<file path="src/sv/imu_pkg.sv">
package imu_pkg;

   // Field widths of the channels and the register port.
   localparam int SITE_W       = 8;
   localparam int RANDOM_W     = 64;
   localparam int MATCH_W      = 3;
   localparam int ENERGY_OUT_W = 11;
   localparam int CSR_INDEX_W  = 2;
   localparam int CSR_DATA_W   = 64;

   typedef logic [CSR_INDEX_W-1:0] csr_index_type;
   typedef logic [CSR_DATA_W-1:0]  threshold_type;

   // Register indexes.
   localparam csr_index_type CSR_THRESHOLD_THREE = 2'd0;
   localparam csr_index_type CSR_THRESHOLD_FOUR  = 2'd1;

   // Acceptance thresholds as 0.64 fractions, about exp(-4jc) and exp(-8jc).
   localparam threshold_type THRESHOLD_THREE_RESET = 64'd3164960919797523686;
   localparam threshold_type THRESHOLD_FOUR_RESET  = 64'd543021444345275313;

endpackage

</file>
<file path="src/sv/imu_req_if.sv">
interface imu_req_if;
   logic                          valid;
   logic                          ready;
   logic [imu_pkg::SITE_W-1:0]    site_index;
   logic [imu_pkg::RANDOM_W-1:0]  random_word;

   modport source (output valid, site_index, random_word, input ready);
   modport sink   (input valid, site_index, random_word, output ready);
endinterface

</file>
<file path="src/sv/imu_rsp_if.sv">
interface imu_rsp_if;
   logic                                    valid;
   logic                                    ready;
   logic                                    flipped;
   logic                                    new_spin;
   logic [imu_pkg::MATCH_W-1:0]             matching_neighbours;
   logic signed [imu_pkg::ENERGY_OUT_W-1:0] lattice_energy;

   modport source (output valid, flipped, new_spin, matching_neighbours, lattice_energy,
                   input ready);
   modport sink   (input valid, flipped, new_spin, matching_neighbours, lattice_energy,
                   output ready);
endinterface

</file>
<file path="src/sv/ising_metropolis_update_unit.sv">
// Single-site Metropolis update of a square Ising lattice with wrapped edges.
// A word on req_ch names a site (reduced modulo the site count) and carries a
// 64-bit random value. For each word exactly one word leaves on rsp_ch: whether
// the spin flipped, the new spin, how many of the four neighbors matched the
// old spin, and the running bond energy after the step.
// The user writes the two acceptance thresholds on the csr_ port only while the
// block is idle (not enforced); register 0 is for three matches, register 1 for four.
// The lattice is held one row per word in a row RAM. On acceptance the center
// and upper rows are read together, then the lower row, then the decision is
// made and the row written back if the spin flips. The next word is taken only
// after that, so no word is accepted before the last one is decided. The
// response is registered after the decision.
// The response sits in an output register. While rsp_ch is stalled, one more
// word can be accepted and read; it then waits in its decision cycle until the
// output register is free.
// Reset is synchronous. After reset the RAM is filled with +1 spins, one row
// per cycle, and req_ch stays not ready until every row is written. Thresholds
// and energy return to their reset values at once.
module ising_metropolis_update_unit #(
   parameter int LATTICE_SIDE = 16
) (
   input  logic                               clock,
   input  logic                               reset,
   input  logic                               csr_write_enable,
   input  logic [imu_pkg::CSR_INDEX_W-1:0]    csr_index,
   input  logic [imu_pkg::CSR_DATA_W-1:0]     csr_write_data,
   imu_req_if.sink                            req_ch,
   imu_rsp_if.source                          rsp_ch
);

   localparam int SITE_COUNT   = LATTICE_SIDE * LATTICE_SIDE;
   localparam int ROW_W        = $clog2(LATTICE_SIDE);
   localparam int ENERGY_RAW_W = $clog2(2 * SITE_COUNT + 1) + 1;
   localparam int ENERGY_W     = (ENERGY_RAW_W > imu_pkg::ENERGY_OUT_W) ?
                                 ENERGY_RAW_W : imu_pkg::ENERGY_OUT_W;
   localparam int SITE_TABLE   = 1 << imu_pkg::SITE_W;
   localparam logic [ROW_W-1:0] LAST_ROW = ROW_W'(LATTICE_SIDE - 1);
   localparam logic signed [ENERGY_W-1:0] ENERGY_RESET = ENERGY_W'(2 * SITE_COUNT);

   localparam logic [1:0] ST_CLEAR      = 2'd0;
   localparam logic [1:0] ST_IDLE       = 2'd1;
   localparam logic [1:0] ST_FETCH_DOWN = 2'd2;
   localparam logic [1:0] ST_DECIDE     = 2'd3;

   function automatic logic [ROW_W-1:0] wrap_next(input logic [ROW_W-1:0] v);
      return (v == LAST_ROW) ? '0 : ROW_W'(v + 1'b1);
   endfunction

   function automatic logic [ROW_W-1:0] wrap_prev(input logic [ROW_W-1:0] v);
      return (v == '0) ? LAST_ROW : ROW_W'(v - 1'b1);
   endfunction

   logic [1:0]                        state_ff, state_in;
   logic [ROW_W-1:0]                  clr_row_ff, clr_row_in;
   logic [ROW_W-1:0]                  row_ff, row_in;
   logic [ROW_W-1:0]                  col_ff, col_in;
   logic [imu_pkg::RANDOM_W-1:0]      rnd_ff, rnd_in;
   logic [LATTICE_SIDE-1:0]           center_ff, center_in;
   imu_pkg::threshold_type            thr_three_ff, thr_three_in;
   imu_pkg::threshold_type            thr_four_ff, thr_four_in;
   logic signed [ENERGY_W-1:0]        energy_ff, energy_in;
   logic                              rsp_valid_ff, rsp_valid_in;
   logic                              rsp_flipped_ff, rsp_flipped_in;
   logic                              rsp_spin_ff, rsp_spin_in;
   logic [imu_pkg::MATCH_W-1:0]       rsp_match_ff, rsp_match_in;
   logic signed [imu_pkg::ENERGY_OUT_W-1:0] rsp_energy_ff, rsp_energy_in;

   // Site to row and column, worked out for every index at elaboration.
   logic [ROW_W-1:0] row_tab [SITE_TABLE];
   logic [ROW_W-1:0] col_tab [SITE_TABLE];
   for (genvar v = 0; v < SITE_TABLE; v++) begin : g_site_tab
      assign row_tab[v] = ROW_W'((v % SITE_COUNT) / LATTICE_SIDE);
      assign col_tab[v] = ROW_W'((v % SITE_COUNT) % LATTICE_SIDE);
   end

   logic                        accept;
   logic                        adv;
   logic [ROW_W-1:0]            site_row;
   logic [ROW_W-1:0]            site_col;
   logic                        ram_wr_en;
   logic [ROW_W-1:0]            ram_wr_addr;
   logic [LATTICE_SIDE-1:0]     ram_wr_data;
   logic                        ram_rd_a_en;
   logic [ROW_W-1:0]            ram_rd_a_addr;
   logic [LATTICE_SIDE-1:0]     ram_rd_a_data;
   logic                        ram_rd_b_en;
   logic [ROW_W-1:0]            ram_rd_b_addr;
   logic [LATTICE_SIDE-1:0]     ram_rd_b_data;
   logic                        old_spin;
   logic                        nb_right, nb_left, nb_down, nb_up;
   logic [imu_pkg::MATCH_W-1:0] match_count;
   logic                        flip;
   logic signed [ENERGY_W-1:0]  energy_step;
   logic [LATTICE_SIDE-1:0]     flip_mask;
   logic [LATTICE_SIDE-1:0]     new_row;

   assign accept   = req_ch.valid && req_ch.ready;
   assign adv      = (state_ff == ST_DECIDE) && (!rsp_valid_ff || rsp_ch.ready);
   assign site_row = row_tab[req_ch.site_index];
   assign site_col = col_tab[req_ch.site_index];

   assign req_ch.ready = (state_ff == ST_IDLE);

   // In the decision cycle port A holds the lower row and port B the upper row.
   assign old_spin = center_ff[col_ff];
   assign nb_right = center_ff[wrap_next(col_ff)];
   assign nb_left  = center_ff[wrap_prev(col_ff)];
   assign nb_down  = ram_rd_a_data[col_ff];
   assign nb_up    = ram_rd_b_data[col_ff];

   assign match_count = imu_pkg::MATCH_W'({2'b00, nb_right == old_spin})
                      + imu_pkg::MATCH_W'({2'b00, nb_left  == old_spin})
                      + imu_pkg::MATCH_W'({2'b00, nb_down  == old_spin})
                      + imu_pkg::MATCH_W'({2'b00, nb_up    == old_spin});

   always_comb begin
      priority if (match_count <= 3'd2) begin
         flip = 1'b1;
      end else if (match_count == 3'd3) begin
         flip = thr_three_ff > rnd_ff;
      end else begin
         flip = thr_four_ff > rnd_ff;
      end
   end

   always_comb begin
      unique case (match_count)
         3'd0:    energy_step = ENERGY_W'(8);
         3'd1:    energy_step = ENERGY_W'(4);
         3'd3:    energy_step = ENERGY_W'(-4);
         3'd4:    energy_step = ENERGY_W'(-8);
         default: energy_step = '0;
      endcase
   end

   assign flip_mask = LATTICE_SIDE'(flip) << col_ff;
   assign new_row   = center_ff ^ flip_mask;

   assign ram_wr_en     = (state_ff == ST_CLEAR) || (adv && flip);
   assign ram_wr_addr   = (state_ff == ST_CLEAR) ? clr_row_ff : row_ff;
   assign ram_wr_data   = (state_ff == ST_CLEAR) ? '1 : new_row;
   assign ram_rd_a_en   = accept || (state_ff == ST_FETCH_DOWN);
   assign ram_rd_a_addr = accept ? site_row : wrap_next(row_ff);
   assign ram_rd_b_en   = accept;
   assign ram_rd_b_addr = wrap_prev(site_row);

   imu_row_ram #(
      .WIDTH  (LATTICE_SIDE),
      .DEPTH  (LATTICE_SIDE),
      .ADDR_W (ROW_W)
   ) u_row_ram (
      .clock     (clock),
      .wr_en     (ram_wr_en),
      .wr_addr   (ram_wr_addr),
      .wr_data   (ram_wr_data),
      .rd_a_en   (ram_rd_a_en),
      .rd_a_addr (ram_rd_a_addr),
      .rd_a_data (ram_rd_a_data),
      .rd_b_en   (ram_rd_b_en),
      .rd_b_addr (ram_rd_b_addr),
      .rd_b_data (ram_rd_b_data)
   );

   always_comb begin
      state_in     = state_ff;
      clr_row_in   = clr_row_ff;
      row_in       = row_ff;
      col_in       = col_ff;
      rnd_in       = rnd_ff;
      center_in    = center_ff;
      thr_three_in = thr_three_ff;
      thr_four_in  = thr_four_ff;
      energy_in    = energy_ff;
      rsp_valid_in = rsp_valid_ff && !rsp_ch.ready;
      rsp_flipped_in = rsp_flipped_ff;
      rsp_spin_in    = rsp_spin_ff;
      rsp_match_in   = rsp_match_ff;
      rsp_energy_in  = rsp_energy_ff;

      if (csr_write_enable && csr_index == imu_pkg::CSR_THRESHOLD_THREE) begin
         thr_three_in = csr_write_data;
      end
      if (csr_write_enable && csr_index == imu_pkg::CSR_THRESHOLD_FOUR) begin
         thr_four_in = csr_write_data;
      end

      unique case (state_ff)
         ST_CLEAR: begin
            clr_row_in = ROW_W'(clr_row_ff + 1'b1);
            if (clr_row_ff == LAST_ROW) begin
               state_in = ST_IDLE;
            end
         end
         ST_IDLE: begin
            if (accept) begin
               row_in   = site_row;
               col_in   = site_col;
               rnd_in   = req_ch.random_word;
               state_in = ST_FETCH_DOWN;
            end
         end
         ST_FETCH_DOWN: begin
            center_in = ram_rd_a_data;
            state_in  = ST_DECIDE;
         end
         ST_DECIDE: begin
            if (adv) begin
               if (flip) begin
                  energy_in = energy_ff + energy_step;
               end
               rsp_valid_in   = 1'b1;
               rsp_flipped_in = flip;
               rsp_spin_in    = old_spin ^ flip;
               rsp_match_in   = match_count;
               rsp_energy_in  = flip ? imu_pkg::ENERGY_OUT_W'(energy_ff + energy_step)
                                     : imu_pkg::ENERGY_OUT_W'(energy_ff);
               state_in       = ST_IDLE;
            end
         end
         default: begin
            state_in = ST_CLEAR;
         end
      endcase
   end

   always_ff @(posedge clock) begin
      if (reset) begin
         state_ff     <= ST_CLEAR;
         clr_row_ff   <= '0;
         thr_three_ff <= imu_pkg::THRESHOLD_THREE_RESET;
         thr_four_ff  <= imu_pkg::THRESHOLD_FOUR_RESET;
         energy_ff    <= ENERGY_RESET;
         rsp_valid_ff <= 1'b0;
      end else begin
         state_ff     <= state_in;
         clr_row_ff   <= clr_row_in;
         thr_three_ff <= thr_three_in;
         thr_four_ff  <= thr_four_in;
         energy_ff    <= energy_in;
         rsp_valid_ff <= rsp_valid_in;
      end
   end

   always_ff @(posedge clock) begin
      row_ff         <= row_in;
      col_ff         <= col_in;
      rnd_ff         <= rnd_in;
      center_ff      <= center_in;
      rsp_flipped_ff <= rsp_flipped_in;
      rsp_spin_ff    <= rsp_spin_in;
      rsp_match_ff   <= rsp_match_in;
      rsp_energy_ff  <= rsp_energy_in;
   end

   assign rsp_ch.valid               = rsp_valid_ff;
   assign rsp_ch.flipped             = rsp_flipped_ff;
   assign rsp_ch.new_spin            = rsp_spin_ff;
   assign rsp_ch.matching_neighbours = rsp_match_ff;
   assign rsp_ch.lattice_energy      = rsp_energy_ff;

   // The energy moves only in a decision cycle that hands off a response.
   a_energy_only_on_advance: assert property (@(posedge clock) disable iff (reset)
      !adv |=> $stable(energy_ff))
      else $error("bond energy changed outside a completed update");

   // Every change of the energy is a multiple of four away from its reset value.
   a_energy_parity: assert property (@(posedge clock) disable iff (reset)
      energy_ff[1:0] == ENERGY_RESET[1:0])
      else $error("bond energy lost its parity");

   // A write-back changes at most the one spin of the updated site.
   a_single_spin_write: assert property (@(posedge clock) disable iff (reset)
      (state_ff == ST_DECIDE && ram_wr_en) |-> $countones(ram_wr_data ^ center_ff) <= 1)
      else $error("row write-back changed more than one spin");

endmodule

</file>
<file path="src/sv/imu_row_ram.sv">
module imu_row_ram #(
   parameter int WIDTH  = 16,
   parameter int DEPTH  = 16,
   parameter int ADDR_W = 4
) (
   input  logic              clock,
   input  logic              wr_en,
   input  logic [ADDR_W-1:0] wr_addr,
   input  logic [WIDTH-1:0]  wr_data,
   input  logic              rd_a_en,
   input  logic [ADDR_W-1:0] rd_a_addr,
   output logic [WIDTH-1:0]  rd_a_data,
   input  logic              rd_b_en,
   input  logic [ADDR_W-1:0] rd_b_addr,
   output logic [WIDTH-1:0]  rd_b_data
);

   logic [WIDTH-1:0] mem [DEPTH];
   logic [WIDTH-1:0] rd_a_data_ff;
   logic [WIDTH-1:0] rd_b_data_ff;

   always_ff @(posedge clock) begin
      if (wr_en) begin
         mem[wr_addr] <= wr_data;
      end
   end

   // Read data holds while its port is not enabled.
   always_ff @(posedge clock) begin
      if (rd_a_en) begin
         rd_a_data_ff <= mem[rd_a_addr];
      end
      if (rd_b_en) begin
         rd_b_data_ff <= mem[rd_b_addr];
      end
   end

   assign rd_a_data = rd_a_data_ff;
   assign rd_b_data = rd_b_data_ff;

endmodule

</file>
<file path="src/flat_wrapper.sv">
// flat-port wrapper written by rule: the top's interface ports become plain ports
module ising_metropolis_update_unit_flat 
#(
   parameter int LATTICE_SIDE = 16
)
  (clock, reset, csr_write_enable, csr_index, csr_write_data, req_ch_valid, req_ch_site_index, req_ch_random_word, req_ch_ready, rsp_ch_valid, rsp_ch_flipped, rsp_ch_new_spin, rsp_ch_matching_neighbours, rsp_ch_lattice_energy, rsp_ch_ready);
  imu_req_if req_ch_i ();
  imu_rsp_if rsp_ch_i ();
  input  logic clock;
  input  logic reset;
  input  logic csr_write_enable;
  input  logic [imu_pkg::CSR_INDEX_W-1:0] csr_index;
  input  logic [imu_pkg::CSR_DATA_W-1:0] csr_write_data;
  input wire logic [$bits(req_ch_i.valid)-1:0] req_ch_valid;
  input wire logic [$bits(req_ch_i.site_index)-1:0] req_ch_site_index;
  input wire logic [$bits(req_ch_i.random_word)-1:0] req_ch_random_word;
  output wire logic [$bits(req_ch_i.ready)-1:0] req_ch_ready;
  output wire logic [$bits(rsp_ch_i.valid)-1:0] rsp_ch_valid;
  output wire logic [$bits(rsp_ch_i.flipped)-1:0] rsp_ch_flipped;
  output wire logic [$bits(rsp_ch_i.new_spin)-1:0] rsp_ch_new_spin;
  output wire logic [$bits(rsp_ch_i.matching_neighbours)-1:0] rsp_ch_matching_neighbours;
  output wire logic [$bits(rsp_ch_i.lattice_energy)-1:0] rsp_ch_lattice_energy;
  input wire logic [$bits(rsp_ch_i.ready)-1:0] rsp_ch_ready;
  assign req_ch_i.valid = req_ch_valid;
  assign req_ch_i.site_index = req_ch_site_index;
  assign req_ch_i.random_word = req_ch_random_word;
  assign req_ch_ready = req_ch_i.ready;
  assign rsp_ch_valid = rsp_ch_i.valid;
  assign rsp_ch_flipped = rsp_ch_i.flipped;
  assign rsp_ch_new_spin = rsp_ch_i.new_spin;
  assign rsp_ch_matching_neighbours = rsp_ch_i.matching_neighbours;
  assign rsp_ch_lattice_energy = rsp_ch_i.lattice_energy;
  assign rsp_ch_i.ready = rsp_ch_ready;
  ising_metropolis_update_unit #(.LATTICE_SIDE(LATTICE_SIDE)) u_core (.clock(clock), .reset(reset), .csr_write_enable(csr_write_enable), .csr_index(csr_index), .csr_write_data(csr_write_data), .req_ch(req_ch_i), .rsp_ch(rsp_ch_i));
endmodule
</file>
<file path="config.mk">
export PLATFORM = sky130hd
export DESIGN_NAME = ising_metropolis_update_unit_flat
export DESIGN_NICKNAME = d
export VERILOG_FILES = /design/src/sv/imu_pkg.sv /design/src/sv/imu_req_if.sv /design/src/sv/imu_rsp_if.sv /design/src/sv/ising_metropolis_update_unit.sv /design/src/sv/imu_row_ram.sv /design/src/flat_wrapper.sv
export SDC_FILE = /design/constraint.sdc
export NUM_CORES = 1
export LEC_CHECK = 0
export BUFFER_PORTS_ARGS = -buffer_cell sky130_fd_sc_hd__buf_2
export CORE_MARGIN = 3
export CORE_UTILIZATION = 50
export CTS_CLUSTER_DIAMETER = 120
export DETAILED_ROUTE_END_ITERATION = 8
export PLACE_DENSITY = 0.73
export SLEW_MARGIN = 20
export SYNTH_ARGS = -nofsm -noshare
export SYNTH_HDL_FRONTEND = slang
export SYNTH_SLANG_ARGS = --single-unit
</file>
<file path="constraint.sdc">
create_clock -name clock -period 7.25 [get_ports clock]
set_input_delay 0.725 -clock clock [delete_from_list [all_inputs] [get_ports clock]]
set_output_delay 0.725 -clock clock [all_outputs]
set_load 0.05 [all_outputs]
</file>
==> results of run 1 <==
state kept, by name, summed over array words and instances, names as in the netlist:
| signal | count |
|---|---|
| u_core.u_row_ram.rd_b_data | 16 |
| u_core.rnd_ff | 64 |
| u_core.row_ff | 4 |
| u_core.center_ff | 16 |
| u_core.rsp_ch.valid | 1 |
| u_core.thr_three_ff | 64 |
| u_core.u_row_ram.mem | 256 |
| u_core.col_ff | 4 |
| u_core.energy_ff | 9 |
| u_core.u_row_ram.rd_a_data | 16 |
| u_core.rsp_ch.flipped | 1 |
| u_core.clr_row_ff | 4 |
| u_core.rsp_ch.matching_neighbours | 3 |
| u_core.rsp_ch.lattice_energy | 9 |
| u_core.rsp_ch.new_spin | 1 |
| u_core.thr_four_ff | 64 |
| u_core.state_ff | 2 |
cell usage after synthesis (4+ instances only):
library cell	n	share of area (%)
edfxtp_1	390	45
nand2_1	320	4.6
a21oi_1	163	3.1
mux4_2	160	14
ha_1	149	7.1
dfxtp_1	144	11
inv_1	92	1.3
nand3_1	74	1.4
clkbuf_1	57	0.82
nor2_1	56	0.81
mux2i_1	46	1.8
nor2b_1	38	0.91
o21ai_0	33	0.63
a211oi_1	29	0.83
nand4_1	28	0.67
buf_2	20	0.38
xnor2_1	15	0.50
buf_1	14	0.20
mux2_2	10	0.43
a221oi_1	9	0.30
buf_4	8	0.23
o211ai_1	8	0.23
o22ai_1	7	0.17
and4_1	6	0.20
nand2b_1	6	0.14
nand3b_1	6	0.17
nor3_1	6	0.12
or3_1	6	0.14
a21o_1	5	0.14
xor2_1	5	0.17
a2111oi_1	4	0.15
a22oi_1	4	0.12
a31oi_1	4	0.096
o31ai_1	4	0.12
power breakdown:
part	switching (W)	internal [W]	total (W)
combinational	0.00183	0.00118	0.00301
sequential	0.000134	0.00378	0.00391
clock	0.00120	0.00163	0.00284
total	0.00316	0.00660	0.00976
metrics by stage:
step                      hold WS (ns)  util (%)
after floorplan                 0.4204         -
after global placement          0.4267     54.00
after detailed placement        0.4410     54.01
after CTS                       0.2578     57.52
after global routing            0.2671     57.66
final                           0.2948     57.67
routing by layer:
layer | track usage [%] | routed length [microns] | up-vias
met5 | 0 | 0 | -
met4 | 7.433 | 1799 | 0
met3 | 4.932 | 6574 | 119
met2 | 40.64 | 32680 | 860
met1 | 33.02 | 27180 | 8908
li1 | - | - | 7813
cell usage in the layout (no fill, tap or decap), types with 8 or more instances in the layout:
cell type / instances
inv_1: 90
nand2_1: 320
ha_1: 147
edfxtp_1: 390
nor2b_1: 38
nand4_1: 28
a211oi_1: 29
nor2_1: 56
o21ai_0: 32
a21oi_1: 153
clkbuf_1: 8
mux4_2: 160
mux2i_2: 11
clkinv_2: 9
a21oi_2: 9
buf_2: 158
xnor2_1: 15
clkinvlp_4: 10
mux2_2: 10
buf_4: 39
a221oi_1: 9
dfxtp_1: 144
o211ai_1: 8
clkinv_1: 8
nand3_1: 74
mux2i_1: 34
clkbuf_16: 57
worst max-delay path, cell delays in order, from the launching register on:
cell	delay, ns
edfxtp_1	0.62
inv_1	0.22
ha_1	0.24
nand2_1	0.06
o21ai_0	0.51
mux4_2	0.59
mux4_2	0.51
xnor2_1	0.14
ha_1	0.33
fa_1	0.59
inv_1	0.09
fa_1	0.42
nor2_1	0.12
nand3_1	0.09
or3_4	0.43
o21bai_2	0.13
buf_4	0.26
a2111oi_1	0.15
mux2i_2	0.71
area by class of cell:
cell class,instances,area [sq um]
diodes,3,7.507
clock buffers,67,1484
clock inverters,34,320.3
fillers,4023,21760
inverters,92,347.8
multi-input cells,1257,10960
flip-flops and latches,534,14590
well taps,680,850.8
repair buffers,197,1084
cells by family (layout without fill, tap and decap cells):
logic type,after synthesis,in the layout
adders and majority gates,152,152
buffers and inverters,191,390
other,1,5
DFF,534,534
and+or+nand+nor,567,567
AOI/OAI and AO/OA,300,300
xor gates and xnor gates,20,20
muxes,216,216
how the worst min path moves through the flow:
| stage | startpoint | to | cells past startpoint |
|---|---|---|---|
| 2_1_floorplan | u_core.u_row_ram.rd_a_data[11] | u_core.center_ff[11] | 0 |
| 3_3_place_gp | u_core.u_row_ram.rd_a_data[13] | u_core.center_ff[13] | 0 |
| 3_5_place_dp | u_core.u_row_ram.rd_a_data[10] | u_core.center_ff[10] | 0 |
| 4_1_cts | req_ch_random_word[11] | u_core.rnd_ff[11] | 1 |
| 5_1_grt | req_ch_random_word[60] | u_core.rnd_ff[60] | 1 |
| 6_report | req_ch_random_word[11] | u_core.rnd_ff[11] | 1 |
==> results.cfg, run 1 <==
[worst_setup_path]
crit_path_start_kind = flop
arrival_ns = 6.82
cp_data_required_time_ns = 7.53
endpoint = u_core.u_row_ram.mem[4][9]
startpoint = u_core.col_ff[1]
crit_fanout = 16
rr_worst_depth = 18
r2r-start = u_core.col_ff[1]
critical_path_class = reg -> reg
r2r-end = u_core.u_row_ram.mem[4][9]
reg2reg_slack_ns = 0.71
cp-end-kind = flop

[power_and_ir_drop]
power_w = 0.009758
peakVddDrop_uv = 244.8
leakagePower_nw = 10.70
p_per_area_mw_per_mm2 = 329.1

[grt]
grt.overflow.total = 0
grt_usage_pct = 24.56
grt_max_degree = 70
antenna_found_initial = 2
grt_pass1_vias = 17560
grt_pass1_wl_microns = 102500

[routing]
vias = 17700
antenna_left = 0
first_iter_violations = 1883
post-route-drc-count = 0
dr.pass1.iters = 5
wl_microns = 68240
wl_per_cell_microns = 23.83
vias_per_cell = 6.180

[timing]
fin_ws_ns = 0.7130
setup_viol = 0
fin_crit_sh_pct = 90.17
skew_ns = 0.02316
fmax_mhz = 153.0
maxSlewHeadroom_pct = 31.34
rsz0062_at_grt = false
fin_crit_ns = 6.537
tightest_slew_ns = 1.030
slew_viol_final = 0
final_hold_viol_count = 0
tns_ns = 0

[clock_network]
cts_resized = 0
clk_pin_slew_ns = 0.06
clockRootBuffer = clkbuf_16
clk_latency_ns = 0.61
clk_path_buf_depth = 3
clock-sinks = 534
postCtsHoldBufs = 0
cts_max_level = 2
numCtsBuffers = 55
cts_setup_buffers = 0
cts_tree = built

[die]
start_util_pct = 50.73
die-area_sq_mm = 0.05493
die_width_microns = 234.4
ioPinCount = 161
die_h_microns = 234.4
placeableCoreArea_sq_mm = 0.05141
num_rows = 83

[yosys]
synth_ff_type = edfxtp_1
ys_ff_latch = 534
synthMuxAreaShare_pct = 16.02
synthAdderAreaFrac_pct = 7.380
yosys.area_share.simple_pct = 10.01
synth_compound_area_share_pct = 6.977
netlist_instances = 1981
ys_warn_count = 0
synth_seq_area_share_pct = 55.97
synth_edf_count = 390
async_flop_share_pct = 0
yosysUniqueCellTypes = 68
synth_top_family_by_area = multiplexers
avgSynthCellArea_sq_um = 13.16
synth_xor_xnor_area_share_pct = 0.6718
syn_area_sq_mm = 0.02608

[placement]
placedCellCount = 2760
hpwl_microns = 44780
place_area_sq_mm = 0.02777
gp_congestion = 0.8879
dp_slack_ns = 0.5308
io_buffers = 158

[cells_and_area]
layout-drive-gt1-share_pct = 23.61
syn2layout_area_growth_pct = 13.69
final_area_sq_mm = 0.02965
instances_no_fill = 2864
nets = 2432

[hold_path]
worstHoldPathType = in -> reg

[flow_run]
drv_cap = 0

[run_status]
outcome = complete, no violations
Note: power is estimated with default switching activity, not from simulation.
==> run 2: changes to the inputs <==
Settings changed: PLACE_DENSITY 0.73 to 0.75.
Clock period 7.25 ns to 5.8 ns, I/O delays scaled along.
==> run 2 against run 1 <==
  * Combinational power grew 39%
  * Register-to-register slack got worse by 0.58 ns
  * Total power up 27%
  * Design area rose by 1.4%
  * Sequential power increased by 25%
  * Critical endpoint is now u_core.rsp_ch.lattice_energy[10]
  * Largest cell class unchanged
  * Highest routed layer is now met5
==> results.cfg, run 2 (synthesis results as in run 1) <==
[timing]
tns_ns = 0
fmax_mhz = 176.4
fin_crit_ns = 5.669
tightest_slew_ns = 0.9564
skew_ns = 0.01734
setup_viol = 0
final_hold_viol_count = 0
slew_viol_final = 0
maxSlewHeadroom_pct = 36.24
fin_ws_ns = 0.1309
fin_crit_sh_pct = 97.74
rsz0062_at_grt = true

[routing]
post-route-drc-count = 0
dr.pass1.iters = 6
first_iter_violations = 1810
vias = 17940
vias_per_cell = 6.159
antenna_left = 0
wl_per_cell_microns = 23.64
wl_microns = 68840

[die]
placeableCoreArea_sq_mm = 0.05141
die_h_microns = 234.4
die-area_sq_mm = 0.05493
die_width_microns = 234.4
num_rows = 83
start_util_pct = 50.73
ioPinCount = 161

[worst_setup_path]
reg2reg_slack_ns = 0.13
crit_fanout = 19
r2r-start = u_core.col_ff[0]
endpoint = u_core.rsp_ch.lattice_energy[10]
startpoint = u_core.col_ff[0]
rr_worst_depth = 23
critical_path_class = reg -> reg
crit_path_start_kind = flop
cp-end-kind = flop
cp_data_required_time_ns = 6.15
arrival_ns = 6.02
r2r-end = u_core.rsp_ch.lattice_energy[10]

[clock_network]
cts_max_level = 2
clock-sinks = 534
clk_pin_slew_ns = 0.06
cts_tree = built
clockRootBuffer = clkbuf_16
clk_latency_ns = 0.61
clk_path_buf_depth = 3
numCtsBuffers = 54

[grt]
grt_max_degree = 68
grt_pass1_vias = 17990
grt.overflow.total = 0
grt_usage_pct = 25.00
grt_pass1_wl_microns = 104700
antenna_found_initial = 4

[placement]
gp_congestion = 0.9063
hpwl_microns = 45390
place_area_sq_mm = 0.02817
placedCellCount = 2803
dp_slack_ns = -0.06859
io_buffers = 158

[cells_and_area]
final_area_sq_mm = 0.03005
instances_no_fill = 2912
final-seq-area_sq_mm = 0.01459
nets = 2477
regMostFlops = u_core.u_row_ram.mem
layout_commonest_cell = edfxtp_1
syn2layout_area_growth_pct = 15.23
layout-drive-gt1-share_pct = 25.06
largest_reg_flops = 256
layout_common_cells = edfxtp_1, nand2_1, mux4_2, buf_2, a21oi_1
fin_util_pct = 58.45
nFillCells = 3868
multi_input_comb_area_sq_mm = 0.01102

[power_and_ir_drop]
peakVddDrop_uv = 331.4
p_per_area_mw_per_mm2 = 413.7
leakagePower_nw = 10.92

[hold_path]
worstHoldPathType = in -> reg

[flow_run]
drv_cap = 0

[run_status]
outcome = complete, no violations
[run 2: cell count changes in the layout (fill, tap and decap cells not counted), moves of 5 or more]
cell	previous run	this run
mux2i_1	34	39
buf_12	0	5
buf_6	0	6
buf_4	39	72
mux2i_2	11	1
mux2i_4	1	6
clkinvlp_4	10	0
clkbuf_1	8	14
[run 2: how the worst min path moves through the flow]
stage / cells after the start / to / slack [ns] / startpoint
after detailed placement: 0 / u_core.center_ff[15] / 0.44 / u_core.u_row_ram.rd_a_data[15]
after global placement: 0 / u_core.center_ff[15] / 0.43 / u_core.u_row_ram.rd_a_data[15]
after CTS: 1 / u_core.rnd_ff[49] / 0.12 / req_ch_random_word[49]
after global routing: 1 / u_core.rnd_ff[39] / 0.13 / req_ch_random_word[39]
final: 1 / u_core.rnd_ff[49] / 0.15 / req_ch_random_word[49]
after floorplan: 0 / u_core.center_ff[11] / 0.42 / u_core.u_row_ram.rd_a_data[11]
[run 2: area by class of cell]
cell class              count  share of cell area, %
flip-flops and latches    534                  48.57
multi-input cells        1257                  36.67
repair buffers            243                  5.130
clock buffers              72                  4.855
well taps                 680                  2.831
inverters                  92                  1.158
clock inverters            29                 0.7495
diodes                      5                0.04164
[run 2: per-layer routing]
| metal | track usage [%] | share of wire [%] |
|---|---|---|
| met5 | 0 | 0.039 |
| met2 | 40.87 | 48 |
| met1 | 33.85 | 39 |
| met3 | 4.628 | 9.5 |
| met4 | 8.707 | 3.1 |
[run 2: report_power, final]
group | total [W] | switching (W) | internal (W)
clock | 0.00336 | 0.00146 | 0.00190
sequential | 0.00489 | 0.000165 | 0.00472
combinational | 0.00419 | 0.00240 | 0.00179
[run 2: critical path, cell delays in order (launching register included)]
cell	delay, ns
edfxtp_1	0.44
buf_4	0.26
a31oi_1	0.18
buf_4	0.18
mux4_2	0.49
mux4_2	0.48
xnor2_1	0.14
ha_1	0.33
fa_1	0.47
ha_4	0.24
buf_4	0.14
nor2_1	0.11
nor3_1	0.06
ha_1	0.19
inv_1	0.08
fa_2	0.24
nor2b_2	0.06
o2111ai_1	0.18
nand3_1	0.12
or3_1	0.31
a31oi_1	0.20
xor2_1	0.28
a21oi_1	0.09
xor2_1	0.15
[run 2: timing repair]
action,in CTS,in global routing
pin swaps,0,5
setup buffers,0,3
gates resized for setup,5,27
setup endpoints to repair,80,254
hold buffers,0,0
[run 2: per-stage QoR]
step | hold slack (ns) | power (W)
2_1_floorplan | 0.4204 | 0.007556
3_3_place_gp | 0.4302 | 0.008774
3_5_place_dp | 0.4354 | 0.008964
4_1_cts | 0.1222 | 0.01235
5_1_grt | 0.1272 | 0.01302
6_report | 0.1517 | 0.01243
